### src/design/matrix_segment_tree_path_counter_defines.svh
// Assertion macros used by the path counter top level.
`ifndef MATRIX_SEGMENT_TREE_PATH_COUNTER_DEFINES_SVH
`define MATRIX_SEGMENT_TREE_PATH_COUNTER_DEFINES_SVH

// Same-cycle implication, sampled on i_clk and disabled during reset.
`define MSTP_IMPLIES(lbl, ante, cons, msg) \
    lbl: assert property (@(posedge i_clk) disable iff (!i_rst_n) (ante) |-> (cons)) \
        else $error(msg);

// Next-cycle implication, sampled on i_clk and disabled during reset.
`define MSTP_NEXT(lbl, ante, cons, msg) \
    lbl: assert property (@(posedge i_clk) disable iff (!i_rst_n) (ante) |=> (cons)) \
        else $error(msg);

`endif

### src/design/mstp_pkg.sv
// Types, constants and matrices shared by the path counter modules.
package mstp_pkg;

    localparam int VAL_W = 30;
    localparam int CFG_W = 11;
    localparam int IDX_W = 10;
    localparam int DEF_MAX_CELLS = 1024;
    localparam logic [CFG_W-1:0] CFG_RESET = 11'd1024;

    localparam logic [VAL_W-1:0] P_MOD = 30'd1000000007;
    localparam logic [63:0] MU_WIDE = 64'h1000_0000_0000_0000 / 64'd1000000007;
    localparam logic [30:0] MU = MU_WIDE[30:0];

    localparam logic CMD_QUERY  = 1'b0;
    localparam logic CMD_TOGGLE = 1'b1;

    typedef logic [8:0][VAL_W-1:0] t_mat;

    localparam t_mat MAT_E = '{30'd1, 30'd1, 30'd0, 30'd1, 30'd0, 30'd1, 30'd1, 30'd0, 30'd0};
    localparam t_mat MAT_Z = '{30'd0, 30'd1, 30'd0, 30'd0, 30'd0, 30'd1, 30'd0, 30'd0, 30'd0};
    localparam t_mat MAT_I = '{30'd1, 30'd0, 30'd0, 30'd0, 30'd1, 30'd0, 30'd0, 30'd0, 30'd1};

    typedef enum logic [3:0] {
        ST_LEAF,
        ST_RDL,
        ST_RDR,
        ST_CAP,
        ST_MUL,
        ST_IDLE,
        ST_TRD,
        ST_TWR,
        ST_DONE
    } t_state;

endpackage

### src/design/mstp_mulmod.sv
// Four-stage pipelined modular multiplier with Barrett reduction.
module mstp_mulmod
    import mstp_pkg::*;
#(
    parameter int TAG_W = 6
) (
    input  logic             i_clk,
    input  logic             i_rst_n,
    input  logic             i_valid,
    input  logic [TAG_W-1:0] i_tag,
    input  logic [VAL_W-1:0] i_a,
    input  logic [VAL_W-1:0] i_b,
    output logic             o_valid,
    output logic [TAG_W-1:0] o_tag,
    output logic [VAL_W-1:0] o_r
);

    logic [59:0]      r_x;
    logic [61:0]      r_q2;
    logic [31:0]      r_xl2;
    logic [31:0]      r_xl3;
    logic [31:0]      r_qp;
    logic [VAL_W-1:0] r_r;
    logic [3:0]       r_vld;
    logic [3:0][TAG_W-1:0] r_tag;

    logic [61:0] w_qp_full;
    logic [31:0] w_d;
    logic [31:0] w_p32;

    assign w_p32 = {2'b00, P_MOD};
    assign w_qp_full = {31'd0, r_q2[61:31]} * {32'd0, P_MOD};
    assign w_d = r_xl3 - r_qp;

    always_ff @(posedge i_clk) begin
        r_x   <= {30'd0, i_a} * {30'd0, i_b};
        r_q2  <= {31'd0, r_x[59:29]} * {31'd0, MU};
        r_xl2 <= r_x[31:0];
        r_qp  <= w_qp_full[31:0];
        r_xl3 <= r_xl2;
        if (w_d >= {w_p32[30:0], 1'b0}) begin
            r_r <= VAL_W'(w_d - {w_p32[30:0], 1'b0});
        end else if (w_d >= w_p32) begin
            r_r <= VAL_W'(w_d - w_p32);
        end else begin
            r_r <= VAL_W'(w_d);
        end
        r_tag <= {r_tag[2:0], i_tag};
    end

    always_ff @(posedge i_clk) begin
        if (!i_rst_n) begin
            r_vld <= '0;
        end else begin
            r_vld <= {r_vld[2:0], i_valid};
        end
    end

    assign o_valid = r_vld[3];
    assign o_tag   = r_tag[3];
    assign o_r     = r_r;

endmodule

### src/design/mstp_matmul.sv
// Sequencer and accumulator for one 3x3 modular matrix product.
module mstp_matmul
    import mstp_pkg::*;
(
    input  logic i_clk,
    input  logic i_rst_n,
    input  logic i_start,
    input  t_mat i_a,
    input  t_mat i_b,
    output logic o_done,
    output t_mat o_res
);

    logic             r_busy;
    logic [1:0]       r_i;
    logic [1:0]       r_j;
    logic [1:0]       r_k;
    logic [VAL_W-1:0] r_acc;
    t_mat             r_res;
    logic             r_done;

    logic [3:0]       w_ai;
    logic [3:0]       w_bi;
    logic [3:0]       w_e;
    logic [5:0]       w_tag;
    logic             w_ovld;
    logic [5:0]       w_otag;
    logic [VAL_W-1:0] w_or;
    logic [VAL_W:0]   w_sum;
    logic [VAL_W-1:0] w_red;

    assign w_ai  = {2'b00, r_i} * 4'd3 + {2'b00, r_k};
    assign w_bi  = {2'b00, r_k} * 4'd3 + {2'b00, r_j};
    assign w_e   = {2'b00, r_i} * 4'd3 + {2'b00, r_j};
    assign w_tag = {w_e, (r_k == 2'd0), (r_k == 2'd2)};

    mstp_mulmod #(.TAG_W(6)) u_mulmod (
        .i_clk   (i_clk),
        .i_rst_n (i_rst_n),
        .i_valid (r_busy),
        .i_tag   (w_tag),
        .i_a     (i_a[w_ai]),
        .i_b     (i_b[w_bi]),
        .o_valid (w_ovld),
        .o_tag   (w_otag),
        .o_r     (w_or)
    );

    assign w_sum = (w_otag[1] ? {(VAL_W+1){1'b0}} : {1'b0, r_acc}) + {1'b0, w_or};
    assign w_red = (w_sum >= {1'b0, P_MOD}) ? VAL_W'(w_sum - {1'b0, P_MOD}) : VAL_W'(w_sum);

    always_ff @(posedge i_clk) begin
        if (!i_rst_n) begin
            r_busy <= 1'b0;
            r_i    <= '0;
            r_j    <= '0;
            r_k    <= '0;
            r_done <= 1'b0;
        end else begin
            r_done <= w_ovld && w_otag[0] && (w_otag[5:2] == 4'd8);
            if (i_start) begin
                r_busy <= 1'b1;
                r_i    <= '0;
                r_j    <= '0;
                r_k    <= '0;
            end else if (r_busy) begin
                if (r_k == 2'd2) begin
                    r_k <= '0;
                    if (r_j == 2'd2) begin
                        r_j <= '0;
                        if (r_i == 2'd2) begin
                            r_busy <= 1'b0;
                        end else begin
                            r_i <= r_i + 2'd1;
                        end
                    end else begin
                        r_j <= r_j + 2'd1;
                    end
                end else begin
                    r_k <= r_k + 2'd1;
                end
            end
        end
    end

    always_ff @(posedge i_clk) begin
        if (w_ovld) begin
            r_acc <= w_red;
            if (w_otag[0]) begin
                r_res[w_otag[5:2]] <= w_red;
            end
        end
    end

    assign o_done = r_done;
    assign o_res  = r_res;

endmodule

### config.mk
export PLATFORM = sky130hd
export DESIGN_NAME = mstp_matmul
export DESIGN_NICKNAME = d
export VERILOG_FILES = /design/src/design/matrix_segment_tree_path_counter_defines.svh /design/src/design/mstp_pkg.sv /design/src/design/mstp_mulmod.sv /design/src/design/mstp_matmul.sv
export SDC_FILE = /design/constraint.sdc
export NUM_CORES = 2
export LEC_CHECK = 0
export BUFFER_PORTS_ARGS = -buffer_cell sky130_fd_sc_hd__clkbuf_2
export CAP_MARGIN = 40
export CORE_ASPECT_RATIO = 0.5
export CORE_MARGIN = 2
export CORE_UTILIZATION = 40
export CTS_CLUSTER_DIAMETER = 60
export DETAILED_ROUTE_END_ITERATION = 8
export SYNTH_ARGS = -nofsm -noshare
export SYNTH_HDL_FRONTEND = slang
export SYNTH_SLANG_ARGS = --single-unit
export TNS_END_PERCENT = 10
### constraint.sdc
create_clock -name i_clk -period 10.78 [get_ports i_clk]
set_input_delay 0.539 -clock i_clk [delete_from_list [all_inputs] [get_ports i_clk]]
set_output_delay 0.539 -clock i_clk [all_outputs]
set_load 0.02 [all_outputs]
== Yosys cells after proc, flatten, opt, wreduce, memory -nomap -nowiden ==
Index checks and enable logic that the tools add are counted.

* Register bits after elaboration: 581
* Input port bits: 543
* Output and inout bits: 271
* Logic and storage cells: 81

* Add/sub/neg operators: 11
* Multiply operators: 5
* Magnitude comparators: 7
* Eq/ne operators: 4
* Muxes and demuxes: 18
* Bitwise logic cells: 2
* Reductions and logical operators: 8

{| class="wikitable"
|+ Operators by type and width
! cell !! count
|-
| 270-bit bitwise mux || 1
|-
| 30-bit binary-select mux with 4-bit select || 2
|-
| 30-bit 2-to-1 mux || 7
|-
| 30-bit demux with 4-bit select || 1
|-
| 30-bit subtractor, second input constant || 3
|-
| 30-bit by 30-bit multiplier with 60-bit output || 1
|-
| 31-bit by 28-bit multiplier with 59-bit output, second input constant || 1
|-
| 32-bit by 30-bit >= comparator with 1-bit output, second input constant || 1
|-
| 32-bit by 31-bit >= comparator with 1-bit output, second input constant || 1
|-
| 31-bit by 30-bit multiplier with 32-bit output, second input constant || 1
|-
| 32-bit subtractor || 1
|-
| 30-bit by 30-bit adder with 31-bit output || 1
|-
| 31-bit by 30-bit >= comparator with 1-bit output, second input constant || 1
|-
| 4-bit by 5-bit < comparator with 1-bit output, second input constant || 3
|-
| 4-bit by 2-bit adder with 4-bit output || 3
|-
| 2-bit by 2-bit multiplier with 4-bit output, second input constant || 2
|-
| 2-bit by 1-bit adder with 2-bit output, second input constant || 3
|-
| 2-bit equality test, second input constant || 3
|-
| 1-bit 2-to-1 mux || 5
|-
| 4-bit equality test, second input constant || 1
|-
| 4-bit by 1-bit >= comparator with 1-bit output, second input constant || 1
|-
| 2-bit 2-to-1 mux || 2
|-
| 2-bit AND reduction || 2
|-
| 4-bit AND reduction || 1
|-
| other kinds (4) || 7
|}

== Longest topological paths before layout ==
* Depth after elaboration: 6
* Mapped depth: 43
* Gate-level depth less buffers: 40

== Modules after synthesis ==
Synthesis repeated with hierarchy kept, for this count alone.

* Cell total of the unflattened synthesis: 7,032
* Area, all modules: 74,039.8 µm²

{| class="wikitable"
|+ By module, submodules not included
! module !! times used !! cells each !! area an instance (µm²) !! sequential area each (µm²)
|-
| mstp_mulmod || 1 || 5,853 || 56,962.1 || 4,904.7
|-
| mstp_matmul || 1 || 1,179 || 17,077.6 || 9,168.8
|}

== Least setup slack after synthesis ==
Ideal clock, no wire load.

* Kind: register -> register
* From: reg r_i[0]
* To: reg u_mulmod.r_x[55]
* Library setup time: 64 ps
* Arrival time: 10,770 ps
* Required time: 10,716 ps
* Setup slack: -54 ps
* Cell stages (with the launch flop): 38
* Path buffers: 5
* Clock period less this slack: 10,834 ps
* Path through: dfxtp_1 inv_1 ha_1 fa_1 clkbuf_1 buf_1 clkbuf_1 mux4_2 mux2i_1 o21a_1 clkbuf_1 nor2_1 fa_1 fa_1 inv_1 fa_1 inv_1 fa_1 [... 2 more ...] inv_1 fa_1 fa_1 fa_1 ha_1 clkbuf_1 a21o_1 a21o_1 a21o_1 a21o_1 a21oi_1 o21ai_0 a21oi_1 o21ai_0 a221o_1 a31o_2 or4_1 nand4_1

* Longest elaborated chain between the ends: 5

{| class="wikitable"
|+ Ends and longest elaborated chain
! what !! RTL line !! source
|-
| start: declaration || mstp_matmul.sv:15 || <nowiki>logic [1:0] r_i;</nowiki>
|-
| start signal: assignment || mstp_matmul.sv:74 || <nowiki>r_i <= r_i + 2'd1;</nowiki>
|-
| 2-bit by 2-bit multiplier with 4-bit output || mstp_matmul.sv:32 || <nowiki>assign w_ai = {2'b00, r_i} * 4'd3 + {2'b00, r_k};</nowiki>
|-
| 4-bit by 2-bit adder with 4-bit output || mstp_matmul.sv:32 ||
|-
| 30-bit binary-select mux with 4-bit select || mstp_matmul.sv:42 || <nowiki>.i_a (i_a[w_ai]),</nowiki>
|-
| 30-bit 2-to-1 mux (not written as such) || mstp_matmul.sv:42 ||
|-
| 30-bit by 30-bit multiplier with 60-bit output || mstp_mulmod.sv:36 || <nowiki>r_x <= {30'd0, i_a} * {30'd0, i_b};</nowiki>
|-
| end signal: assignment || mstp_mulmod.sv:36 ||
|-
| end: declaration || mstp_mulmod.sv:18 || <nowiki>logic [59:0] r_x;</nowiki>
|}

No other way between the ends. The select of a mux whose other input is x is not followed.
A chain may end at the register's enable or synchronous reset.

== Final worst setup path ==
* From: reg r_k[0]
* To: reg u_mulmod.r_x[50]

* Longest elaborated chain between the ends: 5
* Elaborated cells between the ends (all ways): 8
* Classes of those cells: 2 x add/sub; 2 x mul; 4 x mux

{| class="wikitable"
|+ Ends and longest elaborated chain
! what !! RTL line !! source
|-
| start: declaration || mstp_matmul.sv:17 || <nowiki>logic [1:0] r_k;</nowiki>
|-
| start signal: assignment || mstp_matmul.sv:80 || <nowiki>r_k <= r_k + 2'd1;</nowiki>
|-
| 2-bit by 2-bit multiplier with 4-bit output || mstp_matmul.sv:33 || <nowiki>assign w_bi = {2'b00, r_k} * 4'd3 + {2'b00, r_j};</nowiki>
|-
| 4-bit by 2-bit adder with 4-bit output || mstp_matmul.sv:33 ||
|-
| 30-bit binary-select mux with 4-bit select || mstp_matmul.sv:43 || <nowiki>.i_b (i_b[w_bi]),</nowiki>
|-
| 30-bit 2-to-1 mux (not written as such) || mstp_matmul.sv:43 ||
|-
| 30-bit by 30-bit multiplier with 60-bit output * || mstp_mulmod.sv:36 ||
|}

Mark *: on every way between the ends. The rest lies on a longest branch, timed or not. The select of a mux whose other input is x is not followed.

==> flow_summary_export.csv <==
group,metric,value,unit
cells_and_area,syn_to_final_growth,14.9,%
critical_path,worstPathRequired,11.29,ns
timing,skew,0.0669,ns
cells_and_area,nFillCells,17367,
floorplan,die_w,610,um
critical_path,rr_worst_depth,33,
logic_synthesis,syn_nets,9767,
run,drv_cap,0,
logic_synthesis,netlist_instances,7156,
critical_path,criticalPathCategory,"reg -> reg",
grt,grt-ovfl-total,0,
timing,hold_violations,0,
drt,wire_per_inst,23.2,um
drt,drtIter0Drc,4683,
clock_tree,clockBufferDepth,3,
clock_tree,clkTransAtPathRegs,0.06,ns
critical_path,crit_top_cell,"fa_1",
logic_synthesis,syn_area,73400,um^2
logic_synthesis,synthTopCellsByArea,"fa_1 (34%), ha_1 (14%), edfxtp_1 (12%)",
placed_design,port_buffers,813,
grt,grtUsageTotal,25.9,%
grt,grt_max_degree,57,
clock_tree,cts_tree,"built",
clock_tree,cts_root_buf,"clkbuf_16",
worst_hold_path,hold-path-endpoint,"r_busy$_SDFF_PN0_",
timing,holdWs,0.128,ns
logic_synthesis,synth-seq-cells,553,
logic_synthesis,ys_seq_area_share,19.2,%
floorplan,core-area,183000,um^2
critical_path,arrival,10.99,ns
floorplan,die_h,307,um
logic_synthesis,yosys_warnings,0,
cells_and_area,multi_input_area,53000,um^2
logic_synthesis,synth_top_flop_cell,"edfxtp_1",
drt,avgViaCountPerCell,5.24,
cells_and_area,register_area,14100,um^2
floorplan,die_area,187000,um^2
drt,dr.pass1.iters,5,
logic_synthesis,synth_async_sr_flop_share,0,%
critical_path,crit_path_end_kind,"register",
placed_design,placed_cells,10389,
placed_design,gp_congestion,0.994,
clock_tree,clock_latency,0.69,ns
cells_and_area,final_nets,10637,
critical_path,regToRegSetupSlack,0.30,ns
worst_hold_path,whs_path_depth,3,
logic_synthesis,synth.most_common_cell,"inv_1",
clock_tree,cts.sinks,553,
timing,worst_slew_pin_slew,1.02,ns
timing,clock.fmax,95.4,MHz
timing,final_max_slew_viol_count,0,
drt,drc_errors,0,
timing,rsz0062_at_grt,"yes",
grt,grt_pass1_vias,56154,
drt,drtAntennaViolNets,0,
timing,finalCriticalPeriod,10.48,ns
logic_synthesis,synth_common_cells,"inv_1 (1513), fa_1 (1229), ha_1 (839)",
timing,fin_crit_sh,97.3,%
cells_and_area,finalNonFillerCells,10543,
logic_synthesis,yosys.area.top_type,"fa_1",
status,status,"finished clean",
floorplan,ios,814,
floorplan,start_util,40.2,%
logic_synthesis,synth_top_area_share,33.5,%
grt,antenna_found_initial,29,
floorplan,placementRows,111,
critical_path,timing.rr.start,"r_k[0]$_SDFFE_PP0P_",
logic_synthesis,synth.distinct_cells,87,
critical_path,worstPathMaxFanout,13,
grt,grt_pass1_wl,360,mm
clock_tree,numCtsBuffers,59,
logic_synthesis,synth-edff-count,300,
critical_path,worst_path_max_delay_cell,"fa_2",
timing,relSlewSlack,31.8,%
drt,vias,55231,
critical_path,cp-start-kind,"register",
placed_design,dp_hpwl,209,mm
worst_hold_path,hold_class,"in -> reg",
worst_hold_path,min_from,"i_start",
logic_synthesis,synth_area_per_cell,10.3,um^2
critical_path,slowest_delay,0.81,ns
cells_and_area,drive_gt1_share,17.6,%
timing,setup_viol,0,
drt,wl,245,mm
clock_tree,cts_max_level,2,
critical_path,rr_endpoint,"u_mulmod.r_x[50]$_DFF_P_",
[layer usage]
metal	vias to the layer above	global-route usage [%]	part of all wire (%)
met4	18	6.63	2.8
met1	28008	35.6	43
met2	2301	38.4	43
met3	359	8.96	11
li1	24545	-	-
met5	-	5.01	0.38
[sequential cells by signal, summed over array words and instances (netlist names), 30 cells and up]
register,flops
u_mulmod.r_q2,31
o_res,270
u_mulmod.r_qp,32
u_mulmod.r_x,60
r_acc,30
u_mulmod.r_xl3,32
u_mulmod.o_r,30
u_mulmod.r_xl2,32
[stage by stage]
step	cell area (um^2)	setup WS [ns]	setup TNS (ns)	utilization, %
2_1_floorplan	73400	0.116	0	-
3_3_place_gp	81600	0.129	0	44.6
3_5_place_dp	82000	-0.0692	-0.0692	44.9
4_1_cts	84000	-0.0122	-0.0122	46.0
5_1_grt	84400	-0.111	-0.163	46.2
6_report	84400	0.296	0	46.2
[layout by cell type (no fill, tap or decap), types with 83 or more instances in the layout]
master	synthesis	layout
edfxtp_1	300	300
ha_1	839	836
buf_4	2	216
nor2_1	592	585
inv_1	1513	1513
mux4_2	120	120
nand2b_1	83	83
dfxtp_1	253	253
o21ai_0	141	104
a21oi_1	192	181
xnor2_1	172	171
fa_1	1229	1227
a21o_1	99	99
clkbuf_2	1	813
nand2_1	531	531
[cells by family (layout without fill, tap and decap cells)]
| kind of cell | after synthesis | count (layout) | share of synthesized area (%) |
|---|---|---|---|
| flip-flops | 553 | 553 | 19.2 |
| adder cells (fa/ha/maj) | 2068 | 2068 | 47.8 |
| multiplexers | 206 | 206 | 4.86 |
| buffers and inverters | 1778 | 2698 | 9.14 |
| AO/OA/AOI/OAI | 757 | 757 | 6.79 |
| other | 0 | 38 | 0 |
| XOR/XNOR | 238 | 238 | 2.84 |
| AND/OR/NAND/NOR | 1556 | 1556 | 9.39 |
[timing repair]
action / CTS / global route
setup endpoints to repair: 3 / 19
pin swaps: 0 / 2
hold buffers: 0 / 0
gates resized for setup: 4 / 53
setup buffers: 0 / 5
[worst max-delay path: cells and delay by family, from the launching register on]
kind	cells	cell delay, ns
fa+ha+maj	12	5.76
compound gates	10	2.16
buf+inv	6	1.12
simple gates	3	0.59
flops	1	0.37
xor+xnor	1	0.16
mux	1	0.10
[worst max-delay path by stage]
stage,startpoint,end,cells past startpoint
floorplan,r_i[0]$_SDFFE_PP0P_,u_mulmod.r_x[55]$_DFF_P_,37
global placement,r_i[0]$_SDFFE_PP0P_,u_mulmod.r_x[52]$_DFF_P_,34
detailed placement,r_i[0]$_SDFFE_PP0P_,u_mulmod.r_x[59]$_DFF_P_,34
CTS,r_i[0]$_SDFFE_PP0P_,u_mulmod.r_x[59]$_DFF_P_,35
global route,r_i[0]$_SDFFE_PP0P_,u_mulmod.r_x[59]$_DFF_P_,34
finish,r_k[0]$_SDFFE_PP0P_,u_mulmod.r_x[50]$_DFF_P_,33
[cell type report]
type,instances,share of cell area [%]
multi-input combinational,4825,62.8
sequential,553,16.7
clock buffer,63,1.78
antenna,38,0.113
tap,2429,3.60
clock inverter,48,0.651
inverter,1513,6.73
timing repair buffer,1074,7.62
Power is not shown: default switching activity piles up to over one toggle a cycle in this logic, so the estimate is an artifact.
